### src/rtl/core/palette_refcount_voxel_store_assert.svh
// Assertion macros for the palette voxel store.
// Included inside module bodies that have clk and rst in scope.
`ifndef PALETTE_REFCOUNT_VOXEL_STORE_ASSERT_SVH
`define PALETTE_REFCOUNT_VOXEL_STORE_ASSERT_SVH
`ifndef SYNTHESIS
// Same-cycle implication, checked at every clock edge outside reset.
`define PCVS_ASSERT_IMP(name, ante, cons) \
  name: assert property (@(posedge clk) disable iff (rst) (ante) |-> (cons)) \
    else $error("palette store check failed");
// Next-cycle implication, checked at every clock edge outside reset.
`define PCVS_ASSERT_NXT(name, ante, cons) \
  name: assert property (@(posedge clk) disable iff (rst) (ante) |=> (cons)) \
    else $error("palette store check failed");
`else
`define PCVS_ASSERT_IMP(name, ante, cons)
`define PCVS_ASSERT_NXT(name, ante, cons)
`endif
`endif

### src/rtl/core/pcvs_ram.sv
// Generic simple dual-port RAM: one write port, one read port with registered data.
// No dependencies.
module pcvs_ram #(
  parameter int WIDTH = 8,
  parameter int DEPTH = 64
) (
  input  logic                     clk,
  input  logic                     we,
  input  logic [$clog2(DEPTH)-1:0] waddr,
  input  logic [WIDTH-1:0]         wdata,
  input  logic [$clog2(DEPTH)-1:0] raddr,
  output logic [WIDTH-1:0]         rdata
);

  logic [WIDTH-1:0] mem [DEPTH];

  always_ff @(posedge clk) begin
    if (we) begin
      mem[waddr] <= wdata;
    end
    rdata <= mem[raddr];
  end

endmodule

### config.mk
export PLATFORM = sky130hd
export DESIGN_NAME = pcvs_ram
export DESIGN_NICKNAME = d
export VERILOG_FILES = /design/src/rtl/core/palette_refcount_voxel_store_assert.svh /design/src/rtl/core/pcvs_ram.sv
export SDC_FILE = /design/constraint.sdc
export NUM_CORES = 1
export LEC_CHECK = 0
export ABC_AREA = 0
export BUFFER_PORTS_ARGS = -buffer_cell sky130_fd_sc_hd__buf_4
export CAP_MARGIN = 10
export CELL_PAD_IN_SITES_DETAIL_PLACEMENT = 1
export CELL_PAD_IN_SITES_GLOBAL_PLACEMENT = 2
export CORE_MARGIN = 4
export CORE_UTILIZATION = 30
export CTS_CLUSTER_SIZE = 24
export DETAILED_ROUTE_END_ITERATION = 8
export PLACE_DENSITY_LB_ADDON = 0.1
export SYNTH_ARGS = -nofsm -noshare
export SYNTH_HDL_FRONTEND = slang
export SYNTH_SLANG_ARGS = --single-unit
### constraint.sdc
create_clock -name clk -period 2.3 [get_ports clk]
set_clock_uncertainty 0.05 [all_clocks]
set_input_delay 0.115 -clock clk [delete_from_list [all_inputs] [get_ports clk]]
set_output_delay 0.115 -clock clk [all_outputs]
set_load 0.01 [all_outputs]
Yosys cells after proc, flatten, opt, wreduce, memory -nomap -nowiden. Memories as Yosys holds them, arrays and structs flattened. A register that Yosys moved wholly into a read port is not among the register bits. Cells that the tools add are included.

Multiplexer cells: 2.

Operators with widths (count): two-way mux 1 bit (2).

Register bits: 0. RAM bits: 512. Input bits: 22. Output and inout port bits: 8. Word-level logic and storage cells: 3. Memories kept: 1.

Memory list: mem (words 64, width 8, read ports 1, clocked after Yosys merged registers in 1, wr ports 1, RTL line pcvs_ram.sv:15) `logic [WIDTH-1:0] mem [DEPTH];`.

Logic depth before layout (Yosys ltp).
Word-level depth: 2. Gate-level depth with buffers: 9. Mapped depth without buffers: 5.

Worst setup path after synthesis. Ideal clock, no wire load.

Kind: input to register. From: input raddr[1]. To: register rdata[3] (read register of mem). Setup time: 0.128 ns. Data arrival time: 1.655 ns. Data required time: 2.122 ns. Path slack: 0.467 ns. Cell stages on the path: 7. Buffers on the path: 3. Cells stage by stage: buf_4 > buf_2 > buf_2 > mux4_2 > mux4_2 > o21ai_1 > o41ai_1.

RTL lines: start: declaration (RTL line pcvs_ram.sv:11) `input logic [$clog2(DEPTH)-1:0] raddr,`; end: declaration (RTL line pcvs_ram.sv:12) `output logic [WIDTH-1:0] rdata`.

==> metrics.txt <==
net count after synthesis=962; Core Region=66200 um2; largest net degree at the start of global routing=65; WL/cell=27.0 um; CTS tree=built; Synth area leader=edfxtp_1; Setup crit start kind=flop; total wire length=54800 um; Chip Width=267 um; I/O pin count=30; Final Instance Count excl. Fillers=2029; Placed Cells=1922; Detail Route Antenna Nets=0; Die Ht=267 um; clk root buf=clkbuf_16; top cells by area, synth=edfxtp_1 76%, mux4_2 14%, nor2_1 1.5%; Syn Std Cell Area=20200 um2; CP max stage cell=mux4_2; Num CTS Buffers=57; Setup CP Type=reg -> reg; top post-synthesis cells by count=512 x edfxtp_1, 126 x mux4_2, 83 x nor2_1; htree depth=2; Leak Pwr=7.75 nW; setup_tns=0 ps; crit-path max FO=1; Post-DP HPWL=35100 um; Maximum Capacitance Violations=0; vias in the first global route=10800; Initial Utilization=0.305; drt first pass iters=4; Post-synth EDFFs=512; relative slew slack=0.462; Tmin final=2190 ps; vias per cell=4.87; initial detailed-routing violation count=834; n_diodes=0; post-synth top area share=0.762; # rows=94; post-synthesis sequential area ratio=0.770; power per cell area=848 nW/um2; clock buffer depth=3; full die area=71400 um2; routed vias=9891; GRT overflow=0; Max stage delay on crit path=460 ps; cells along the critical path=mux4_2, mux2_2, o221a_2, nor3_1, buf_4, o32ai_1; PortBufs=29; fin util=0.365; synthesized instance count=940; VDD IR max=0.000546 V; Crit. End Element=flop; final setup violating endpoints=0; dpl cell area=22300 um2; pre-CTS setup slack=-265 ps; most frequent cell after synthesis=edfxtp_1; min-delay src=wdata[2]; Mapped Avg Cell Area=21.5 um2; RSZ-0062 raised after global routing=false; Period Utilization, post-route=0.951; Worst Setup SP=mem[20][6]$_DFFE_PP_; Clock Pin Slew Worst Setup and Hold Paths=70 ps; initial antenna violation count=2; max-slew violations=0; status=finished, final reports clean; routability cong.=0.715; drc violations=0; register bit total from synthesis=520; most common flop cell mapped by yosys=edfxtp_1; Layout Nets=1142; fraction of layout cells with a size suffix above 1=0.336; total power=20.5 mW; critical path required time=2720 ps; global-route wire length before repair=80200 um; worst skew pair latency=610 ps; area grow syn2layout=19.8%; Hold WC Path Type=in -> reg; total clock sinks=520; worst path arrival time=2610 ps; Tot GR Track Use=0.156; endpoints failing hold=0; Final Cell Area=24200 um2; worst hold margin=28.2 ps; Setup WS post-layout=113 ps; Async SR Flop Fraction=0; Worst-Margin Slew=808 ps; FMAX=457 MHz; Yosys cell types=40; FF-to-FF Start=mem[20][6]$_DFFE_PP_; yosys warns=0
[report_power, final]
group	switching [mW]	internal (mW)
logic	0.671	0.461
registers	0.0432	10.5
clock network	3.70	5.11
total	4.42	16.1
[flip-flops by register name (all words and copies together) (netlist names)]
register,count
mem,512
rdata,8
[final cells by class]
type	count	area, um2
clock buffers	72	1530
clock inverters	32	258
fillers	6421	42100
multi-input cells	369	4320
flip-flops and latches	520	15500
well taps	864	1080
repair buffers	172	1430
[layout by cell type, fill, tap and decap left out, types with 6 or more instances in the layout]
cell / netlist / layout
nand2_1: 19 / 19
nand3_1: 13 / 13
mux2i_1: 23 / 23
clkinv_1: 0 / 10
clkbuf_1: 17 / 13
o221ai_1: 8 / 8
o22ai_1: 8 / 8
edfxtp_1: 512 / 512
clkbuf_16: 0 / 59
mux4_2: 126 / 126
nand2b_1: 7 / 7
buf_4: 13 / 158
a221oi_1: 6 / 6
dfxtp_1: 8 / 8
buf_12: 2 / 10
nor2b_1: 14 / 14
mux2_2: 13 / 13
clkinv_2: 0 / 15
nor3_1: 7 / 6
nor2_1: 83 / 83
[worst paths after layout]
kind                     endpoint  slack [ps]  cells after the start
max              rdata[6]$_DFF_P_         110                      6
min          mem[21][2]$_DFFE_PP_          30                      1
max reg2reg      rdata[6]$_DFF_P_         110                      6
min reg2reg      rdata[2]$_DFF_P_         820                      4
[logic make-up after synthesis]
group / after synthesis / synth area share
buf+inv: 51 / 0.0157
compound gates: 54 / 0.0207
mux: 162 / 0.159
flops: 520 / 0.770
simple gates: 153 / 0.0339
[worst max-delay path: cells and delay by family, from the launching register on]
family          cells  cell delay [ps]
mux                 2              770
compound gates      2              370
buf+inv             1              180
flops               1              380
simple gates        1              320
[per-layer routing]
layer / track usage / part of all wire
met4: 0.0353 / 0.019
met3: 0.0220 / 0.030
met2: 0.248 / 0.47
met5: 0 / 0
met1: 0.231 / 0.48
[timing repair]
item | CTS | global route
setup endpoints to repair | 1 | 0
gates resized for setup | 1 | 0
buffers inserted | 0 | 0
endpoints found under the hold margin | 13 | 0
hold buffers | 3 | 0
Note: power is estimated with default switching activity, not from simulation.
